`src/rtl/top_k_score_list_top_defines.svh`:
```
// Assertion macros for the top-k score list.
`ifndef TOP_K_SCORE_LIST_TOP_DEFINES_SVH
`define TOP_K_SCORE_LIST_TOP_DEFINES_SVH

`ifndef NO_ASSERTIONS
`define TKL_ASSERT(label, prop, msg) \
    label: assert property (@(posedge i_clk) disable iff (!i_rst_n) prop) else $error(msg);
`define TKL_ASSERT_ALWAYS(label, prop, msg) \
    label: assert property (@(posedge i_clk) prop) else $error(msg);
`else
`define TKL_ASSERT(label, prop, msg)
`define TKL_ASSERT_ALWAYS(label, prop, msg)
`endif

`endif

```
`src/rtl/tkl_pkg.sv`:
```
// Shared types and constants for the top-k score list.
package tkl_pkg;

    localparam int SCORE_W  = 16;
    localparam int LINK_W   = 16;
    localparam int RULE_W   = 12;
    localparam int RIDX_W   = 3;
    localparam int SLOT_W   = 3;
    localparam int FILL_W   = 4;
    localparam int IN_DATA_W  = 64;
    localparam int OUT_DATA_W = 72;

    typedef enum logic [1:0] {
        OP_INSERT = 2'd0,
        OP_READ   = 2'd1,
        OP_CLEAR  = 2'd2,
        OP_NOP    = 2'd3
    } t_opcode;

    typedef struct packed {
        logic insert;
        logic clear;
    } t_cell_ctrl;

endpackage

```
`src/rtl/tkl_cell.sv`:
```
// One list cell: holds an entry and takes the new item or its neighbor's entry.
module tkl_cell import tkl_pkg::*; #(
    parameter int ENTRY_W = 60
) (
    input  logic               i_clk,
    input  logic               i_rst_n,
    input  t_cell_ctrl         i_ctrl,
    input  logic [ENTRY_W-1:0] i_new,
    input  logic [ENTRY_W-1:0] i_prev,
    input  logic               i_prev_valid,
    input  logic               i_prev_take,
    output logic [ENTRY_W-1:0] o_entry,
    output logic               o_valid,
    output logic               o_take
);

    logic [ENTRY_W-1:0] r_entry;
    logic               r_valid;

    // empty cells and cells beaten by the new score give way
    assign o_take  = !r_valid || (r_entry[SCORE_W-1:0] < i_new[SCORE_W-1:0]);
    assign o_entry = r_entry;
    assign o_valid = r_valid;

    always_ff @(posedge i_clk) begin
        if (!i_rst_n) begin
            r_valid <= 1'b0;
        end else if (i_ctrl.clear) begin
            r_valid <= 1'b0;
        end else if (i_ctrl.insert && o_take) begin
            r_valid <= i_prev_take ? i_prev_valid : 1'b1;
        end
    end

    always_ff @(posedge i_clk) begin
        if (i_ctrl.insert && o_take) begin
            r_entry <= i_prev_take ? i_prev : i_new;
        end
    end

endmodule

```
`src/rtl/top_k_score_list_top.sv`:
```
// Top-k score list: a chain of entry cells kept in descending score order.
//
// Input channel (s_axis): one item is an operation. tuser carries the opcode
// (insert, read, clear); tdata carries score, rule number, two link tags and
// the read index. Output channel (m_axis): one result item per input item,
// with insert status, fill count and the read entry fields.
// Each cell compares its stored score with the new one in parallel; the
// first cell that gives way loads the new entry, later cells load their
// upper neighbor's entry, and the last entry falls off a full list.
// The result is registered and valid in the cycle after input accept. One
// item per cycle is taken unless the output stalls, set by the single
// compare-and-shift step of the cells. The output register frees on the
// cycle its result is taken, so items flow back to back while the receiver
// keeps tready high; while it stalls, the held result blocks s_axis_tready.
// Reset empties the list (all cell valid bits and the fill count cleared)
// and drops any pending result; entry payloads are not cleared.
`include "top_k_score_list_top_defines.svh"
module top_k_score_list_top import tkl_pkg::*; #(
    parameter int LIST_DEPTH = 8,
    parameter int RULE_BITS  = 12
) (
    input  logic                  i_clk,
    input  logic                  i_rst_n,
    input  logic                  s_axis_tvalid,
    output logic                  s_axis_tready,
    // [15:0] score, [27:16] rule_number, [43:28] link_a, [59:44] link_b,
    // [62:60] read_index, [63] zero
    input  logic [IN_DATA_W-1:0]  s_axis_tdata,
    // [1:0] opcode
    input  logic [1:0]            s_axis_tuser,
    output logic                  m_axis_tvalid,
    input  logic                  m_axis_tready,
    // [0] accepted, [3:1] slot, [4] evicted, [8:5] fill_count, [9] entry_valid,
    // [25:10] out_score, [37:26] out_rule, [53:38] out_link_a,
    // [69:54] out_link_b, [71:70] zero
    output logic [OUT_DATA_W-1:0] m_axis_tdata
);

    localparam int ENTRY_W = SCORE_W + RULE_BITS + 2 * LINK_W;
    localparam int KEEP_W  = (RULE_BITS < RULE_W) ? RULE_BITS : RULE_W;
    localparam int CNT_W   = $clog2(LIST_DEPTH + 1);
    localparam int IDX_W   = (LIST_DEPTH > 1) ? $clog2(LIST_DEPTH) : 1;

    logic [ENTRY_W-1:0]    w_entry [LIST_DEPTH];
    logic [LIST_DEPTH-1:0] w_valid;
    logic [LIST_DEPTH-1:0] w_take;
    logic [ENTRY_W-1:0]    w_new;
    logic [RULE_BITS-1:0]  w_rule_in;
    t_cell_ctrl            w_ctrl;
    t_opcode               w_op;
    logic                  w_in_acc;

    logic [SCORE_W-1:0]    in_score;
    logic [RULE_W-1:0]     in_rule;
    logic [LINK_W-1:0]     in_link_a;
    logic [LINK_W-1:0]     in_link_b;
    logic [RIDX_W-1:0]     in_ridx;

    logic [CNT_W-1:0]      r_count;
    logic [CNT_W-1:0]      n_count;
    logic                  r_out_valid;
    logic [OUT_DATA_W-1:0] r_out_data;
    logic [OUT_DATA_W-1:0] n_out_data;

    logic                  res_accepted;
    logic [SLOT_W-1:0]     res_slot;
    logic                  res_evicted;
    logic                  res_entry_valid;
    logic [SCORE_W-1:0]    res_score;
    logic [RULE_W-1:0]     res_rule;
    logic [LINK_W-1:0]     res_link_a;
    logic [LINK_W-1:0]     res_link_b;
    logic [IDX_W-1:0]      w_land_idx;
    logic [ENTRY_W-1:0]    w_sel;
    logic                  w_sel_valid;

    assign in_score  = s_axis_tdata[15:0];
    assign in_rule   = s_axis_tdata[27:16];
    assign in_link_a = s_axis_tdata[43:28];
    assign in_link_b = s_axis_tdata[59:44];
    assign in_ridx   = s_axis_tdata[62:60];
    assign w_op      = t_opcode'(s_axis_tuser);

    assign s_axis_tready = !r_out_valid || m_axis_tready;
    assign w_in_acc      = s_axis_tvalid && s_axis_tready;
    assign m_axis_tvalid = r_out_valid;
    assign m_axis_tdata  = r_out_data;

    always_comb begin
        w_rule_in = '0;
        w_rule_in[KEEP_W-1:0] = in_rule[KEEP_W-1:0];
    end

    assign w_new = {in_link_b, in_link_a, w_rule_in, in_score};

    for (genvar gi = 0; gi < LIST_DEPTH; gi++) begin : g_cell
        if (gi == 0) begin : g_head
            tkl_cell #(.ENTRY_W(ENTRY_W)) u_cell (
                .i_clk        (i_clk),
                .i_rst_n      (i_rst_n),
                .i_ctrl       (w_ctrl),
                .i_new        (w_new),
                .i_prev       (w_new),
                .i_prev_valid (1'b0),
                .i_prev_take  (1'b0),
                .o_entry      (w_entry[gi]),
                .o_valid      (w_valid[gi]),
                .o_take       (w_take[gi])
            );
        end else begin : g_body
            tkl_cell #(.ENTRY_W(ENTRY_W)) u_cell (
                .i_clk        (i_clk),
                .i_rst_n      (i_rst_n),
                .i_ctrl       (w_ctrl),
                .i_new        (w_new),
                .i_prev       (w_entry[gi-1]),
                .i_prev_valid (w_valid[gi-1]),
                .i_prev_take  (w_take[gi-1]),
                .o_entry      (w_entry[gi]),
                .o_valid      (w_valid[gi]),
                .o_take       (w_take[gi])
            );
        end
    end

    // landing slot: the first cell that gives way; read select by index
    always_comb begin
        w_land_idx  = '0;
        w_sel       = '0;
        w_sel_valid = 1'b0;
        for (int i = 0; i < LIST_DEPTH; i++) begin
            if (w_take[i] && (i == 0 || !w_take[(i > 0) ? i - 1 : 0])) begin
                w_land_idx = w_land_idx | IDX_W'(i);
            end
            if (int'(in_ridx) == i) begin
                w_sel       = w_sel | w_entry[i];
                w_sel_valid = w_sel_valid | w_valid[i];
            end
        end
    end

    always_comb begin
        n_count         = r_count;
        w_ctrl          = '0;
        res_accepted    = 1'b0;
        res_slot        = '0;
        res_evicted     = 1'b0;
        res_entry_valid = 1'b0;
        res_score       = '0;
        res_rule        = '0;
        res_link_a      = '0;
        res_link_b      = '0;
        case (w_op)
            OP_INSERT: begin
                w_ctrl.insert = w_in_acc;
                res_accepted  = w_take[LIST_DEPTH-1];
                res_evicted   = w_valid[LIST_DEPTH-1] && w_take[LIST_DEPTH-1];
                if (res_accepted) begin
                    res_slot = SLOT_W'(w_land_idx);
                end
                if (res_accepted && !res_evicted) begin
                    n_count = CNT_W'(r_count + 1'b1);
                end
            end
            OP_READ: begin
                if (w_sel_valid) begin
                    res_entry_valid = 1'b1;
                    res_score       = w_sel[SCORE_W-1:0];
                    res_rule[KEEP_W-1:0] = w_sel[SCORE_W +: KEEP_W];
                    res_link_a      = w_sel[SCORE_W + RULE_BITS +: LINK_W];
                    res_link_b      = w_sel[SCORE_W + RULE_BITS + LINK_W +: LINK_W];
                end
            end
            OP_CLEAR: begin
                w_ctrl.clear = w_in_acc;
                n_count      = '0;
            end
            default: begin
            end
        endcase
        n_out_data = {2'b00, res_link_b, res_link_a, res_rule, res_score,
                      res_entry_valid, FILL_W'(n_count), res_evicted, res_slot,
                      res_accepted};
    end

    always_ff @(posedge i_clk) begin
        if (!i_rst_n) begin
            r_count     <= '0;
            r_out_valid <= 1'b0;
        end else begin
            if (w_in_acc) begin
                r_count     <= n_count;
                r_out_valid <= 1'b1;
            end else if (m_axis_tready) begin
                r_out_valid <= 1'b0;
            end
        end
    end

    always_ff @(posedge i_clk) begin
        if (w_in_acc) begin
            r_out_data <= n_out_data;
        end
    end

    `TKL_ASSERT(a_count_matches_cells, (32'(r_count) == $countones(w_valid)), "fill count differs from valid cells")
    `TKL_ASSERT(a_clear_empties, (w_in_acc && w_op == OP_CLEAR) |=> (r_count == '0), "clear left entries")
    `TKL_ASSERT(a_drop_keeps_list, (w_in_acc && w_op == OP_INSERT && !w_take[LIST_DEPTH-1]) |=> $stable(w_valid), "dropped insert changed the list")
    `TKL_ASSERT(a_evict_only_full, (w_in_acc && w_op == OP_INSERT && res_evicted) |-> (32'(r_count) == LIST_DEPTH), "eviction from a list that is not full")

endmodule
```
`config.mk`:
```
export PLATFORM = sky130hd
export DESIGN_NAME = top_k_score_list_top
export DESIGN_NICKNAME = d
export VERILOG_FILES = /design/src/rtl/tkl_pkg.sv /design/src/rtl/tkl_cell.sv /design/src/rtl/top_k_score_list_top.sv
export VERILOG_INCLUDE_DIRS = /design/src /design/src/rtl
export SDC_FILE = /design/constraint.sdc
export NUM_CORES = 1
export LEC_CHECK = 0
export ABC_AREA = 1
export BUFFER_PORTS_ARGS = -buffer_cell sky130_fd_sc_hd__buf_2
export CAP_MARGIN = 10
export CORE_MARGIN = 2
export CORE_UTILIZATION = 50
export CTS_CLUSTER_SIZE = 30
export DETAILED_ROUTE_END_ITERATION = 10
export PLACE_DENSITY = 0.76
export SLEW_MARGIN = 30
export SYNTH_ARGS = -nofsm -noshare
export SYNTH_HDL_FRONTEND = slang
export SYNTH_SLANG_ARGS = --single-unit
```
`constraint.sdc`:
```
create_clock -name i_clk -period 5.2 [get_ports i_clk]
set_input_delay 0.26 -clock i_clk [delete_from_list [all_inputs] [get_ports i_clk]]
set_output_delay 0.26 -clock i_clk [all_outputs]
set_load 0.05 [all_outputs]
```
==> impl_metrics.csv <==
group,metric,value,unit
floorplanning,die_h,238.8,um
clocking,root_buffer,"clkbuf_16",
setup_path,crit_path_max_fanout,45,
clocking,cts_made_buffers,58,
setup_path,critPathArrivalTime,4.12,ns
power_and_ir_drop,combPwrFrac,9.0,%
synth,synthTopCellsByArea,"edfxtp_1 60%, nand2_1 10%, o21ai_0 8.0%",
setup_path,critPathTopFamily,"buffers and inverters",
global_routing,grt_pass1_wl,121.2,mm
timing,hold_slack,0.1714,ns
synth,synth_top_area_share,59.91,%
power_and_ir_drop,netSwitchingFraction,24.44,%
placement,place_area,28770,um^2
floorplanning,coreArea,54770,um^2
clocking,cts.sink_count,563,
floorplanning,ios,144,
route,drc,0,
floorplanning,fp.dieW,238.8,um
synth,postSynthAreaPerCell,10.33,um^2
setup_path,worstSetupStartpointType,"input pin",
floorplanning,die-area,57030,um^2
power_and_ir_drop,p_int,0.007886,W
timing,post-route-period-util,73.48,%
route,wl_per_cell,22.19,um
layout,syn_to_final_growth,13.55,%
setup_path,path_class,"in2reg",
placement,hpwl,45.48,mm
setup_path,crit_path_end_kind,"flip-flop",
synth,yosys_warnings,0,
route,final_antenna_net_count,0,
power_and_ir_drop,pwr-share-clk,41.0,%
timing,worst_slew_pin_slew,1.066,ns
route,drt_iter0_markers,3095,
timing,hold_viol,0,
route,drt-total-wl,79.19,mm
timing,period_minus_slack,3.821,ns
timing,maxSlewHeadroom,28.97,%
route,drt-pass1-iter-count,6,
job,cap_viol_max_count,0,
setup_path,critPathBufInv,5,
route,num_vias,21804,
setup_path,critPathMostFrequentCell,"nand2_1",
global_routing,track_usage,27.65,%
timing,tns,0,ns
clocking,clock_latency,0.64,ns
layout,fillerInstances,4527,
floorplanning,rows,86,
timing,slew_violations,0,
timing,finalClockSkew,0.01710,ns
synth,synth-seq-cells,563,
global_routing,grt_pass1_vias,21309,
power_and_ir_drop,leakage,12.69,nW
global_routing,grt_max_degree,95,
placement,port_buffers,140,
synth,syn_area,27570,um^2
setup_path,cp.required,5.50,ns
synth,synthCells,2668,
power_and_ir_drop,power_frac_seq,50.1,%
power_and_ir_drop,peakVddDrop,0.0002717,V
layout,design_area,31300,um^2
global_routing,globalRouteOverflowTotal,0,
layout,final_util,57.15,%
clocking,cts_max_level,2,
setup_path,cpMaxStageDelayCell,"inv_2",
layout,drive_above_1_share,9.675,%
power_and_ir_drop,powerDensity,333.4,nW/um^2
global_routing,antenna_found_initial,3,
clocking,clockBufferDepth,3,
timing,max_freq,261.7,MHz
synth,ys_async_sr_fraction,0,%
placement,gp_congestion,0.9001,
layout,nNetsFinal,3007,
outcome,status,"complete, no violations",
synth,seq_area_frac_synth,60.86,%
floorplanning,initial_core_util,50.33,%
route,viasPerCell,6.111,
synth,synth_edf_count,550,
clocking,post_cts_buffers,0,
synth,ys.flop_type,"edfxtp_1",
clocking,path_clk_slew,0.06,ns
hold_path,holdCritPathClass,"in2reg",
clocking,cts_tree,"built",
power_and_ir_drop,p_switching,0.002550,W
setup_path,crit_chain,"dlygate4sd3_1 -> buf_2 -> inv_1 -> ha_1 -> a21oi_1 -> nand2_1 -> nand2_1 -> nand2_1 -> nand2_1 -> nand2_1 -> nand2_4 -> nand2_1 -> inv_2 -> buf_4",
timing,rsz0062_at_grt,"no",
timing,finalSetupViolations,0,
synth,synthDistinctLibCells,36,
setup_path,max_stage_delay,0.73,ns
synth,post-synth-top-area-cell,"edfxtp_1",
-- repair_timing --
action                                 in CTS  in global routing
gates resized for setup                     0                  0
hold buffers                               62                  0
endpoints found under the hold margin      63                  0
-- worst min-delay path, delay by kind of cell --
kind / cells / cell delay (ns)
and+or+nand+nor: 1 / 0.10
buffers and inverters: 2 / 0.17
AOI/OAI and AO/OA: 1 / 0.09
-- final cells by class --
type                            instances  area, um^2  area share, %
Sequential cell                       563       16780          53.60
Multi-Input combinational cell       1748        9311          29.75
Timing Repair Buffer                  234        1628          5.200
Clock buffer                           83        1597          5.101
Tap cell                              704       880.8          2.814
Inverter                              211       802.0          2.562
Clock inverter                         24       304.0         0.9713
Antenna cell                            1       2.502       0.007995
-- final timing paths --
path                                               to  cells after the start                           startpoint  slack [ns]
setup reg to reg  g_cell[2].g_body.u_cell.o_entry[45]                     11  g_cell[2].g_body.u_cell.o_entry[13]        1.60
hold reg to reg       g_cell[1].g_body.u_cell.o_valid                      2      g_cell[0].g_head.u_cell.o_valid        0.47
hold / removal                        m_axis_tdata[6]                      4                      s_axis_tuser[1]        0.17
setup / recovery  g_cell[1].g_body.u_cell.o_entry[32]                     14                      s_axis_tdata[3]        1.38
-- power groups by stage --
stage | clock (W) | combinational (W) | sequential [W]
final | 0.00428 | 0.000935 | 0.00523
after floorplan | 0 | 0.000482 | 0.00540
after global routing | 0.00446 | 0.00102 | 0.00524
after CTS | 0.00430 | 0.000922 | 0.00522
after global placement | 0 | 0.000845 | 0.00531
after detailed placement | 0 | 0.000878 | 0.00532
-- Yosys cell counts, drive strengths merged (7+ instances only) --
cell and count:
nand2 747, edfxtp 550, o21ai 475, inv 207, ha 121, a21oi 99, buf 81, nor2 68
clkbuf 66, a221oi 63, a22oi 42, a41oi 34, nand3 27, a31oi 25, dfxtp 13, a22o 8
nor3 8, o211ai 7, o21a 7
-- metrics by stage --
step / power, W / setup slack [ns] / std cells
3_5_place_dp: 0.006196 / 1.349 / 3398
4_1_cts: 0.01045 / 1.365 / 3567
2_1_floorplan: 0.005884 / 0.5032 / 2669
6_report: 0.01044 / 1.379 / 3568
5_1_grt: 0.01072 / 1.153 / 3567
3_3_place_gp: 0.006158 / 1.372 / 3398
-- flip-flops by register name, summed over array words and instances, names as in the netlist --
signal / flops
r_count: 4
m_axis_tdata: 70
g_cell.g_body.u_cell.o_valid: 7
g_cell.g_head.u_cell.o_valid: 1
g_cell.g_head.u_cell.o_entry: 60
m_axis_tvalid: 1
g_cell.g_body.u_cell.o_entry: 420
-- kinds of logic after synthesis --
logic type | after synthesis | share of synthesized area [%]
AOI/OAI and AO/OA | 767 | 16.06
and+or+nand+nor | 858 | 11.96
other | 1 | 0.01360
DFF | 563 | 60.86
adders and majority gates | 121 | 5.492
buffers and inverters | 358 | 5.614
-- metal layers --
| layer | wire (um) | global-route usage [%] | vias to the layer above | share of wire, % |
|---|---|---|---|---|
| met5 | 34 | 0 | - | 0.043 |
| met4 | 3347 | 11.40 | 6 | 4.2 |
| met3 | 9636 | 5.427 | 241 | 12 |
| met2 | 36380 | 44.71 | 1440 | 46 |
| met1 | 29790 | 36.68 | 10316 | 38 |
| li1 | - | - | 9801 | - |
-- placed cells by master, fill, tap and decap left out, drive strengths merged --
cell / instances
o21bai: 1
buf: 172
nand3: 27
o22ai: 4
a41oi: 34
o31ai: 1
a22oi: 42
edfxtp: 550
nand4: 6
o21a: 7
nand2: 747
dfxtp: 13
dlygate4sd3: 62
a31oi: 25
conb: 2
a22o: 8
o211ai: 7
ha: 121
a21o: 1
bufinv: 7
clkbuf: 83
a21oi: 99
nor3: 8
clkinv: 17
nor2: 68
a221oi: 63
o21ai: 475
inv: 211
or2: 2
diode: 1
No activity file was read; power rests on OpenSTA's default activity.
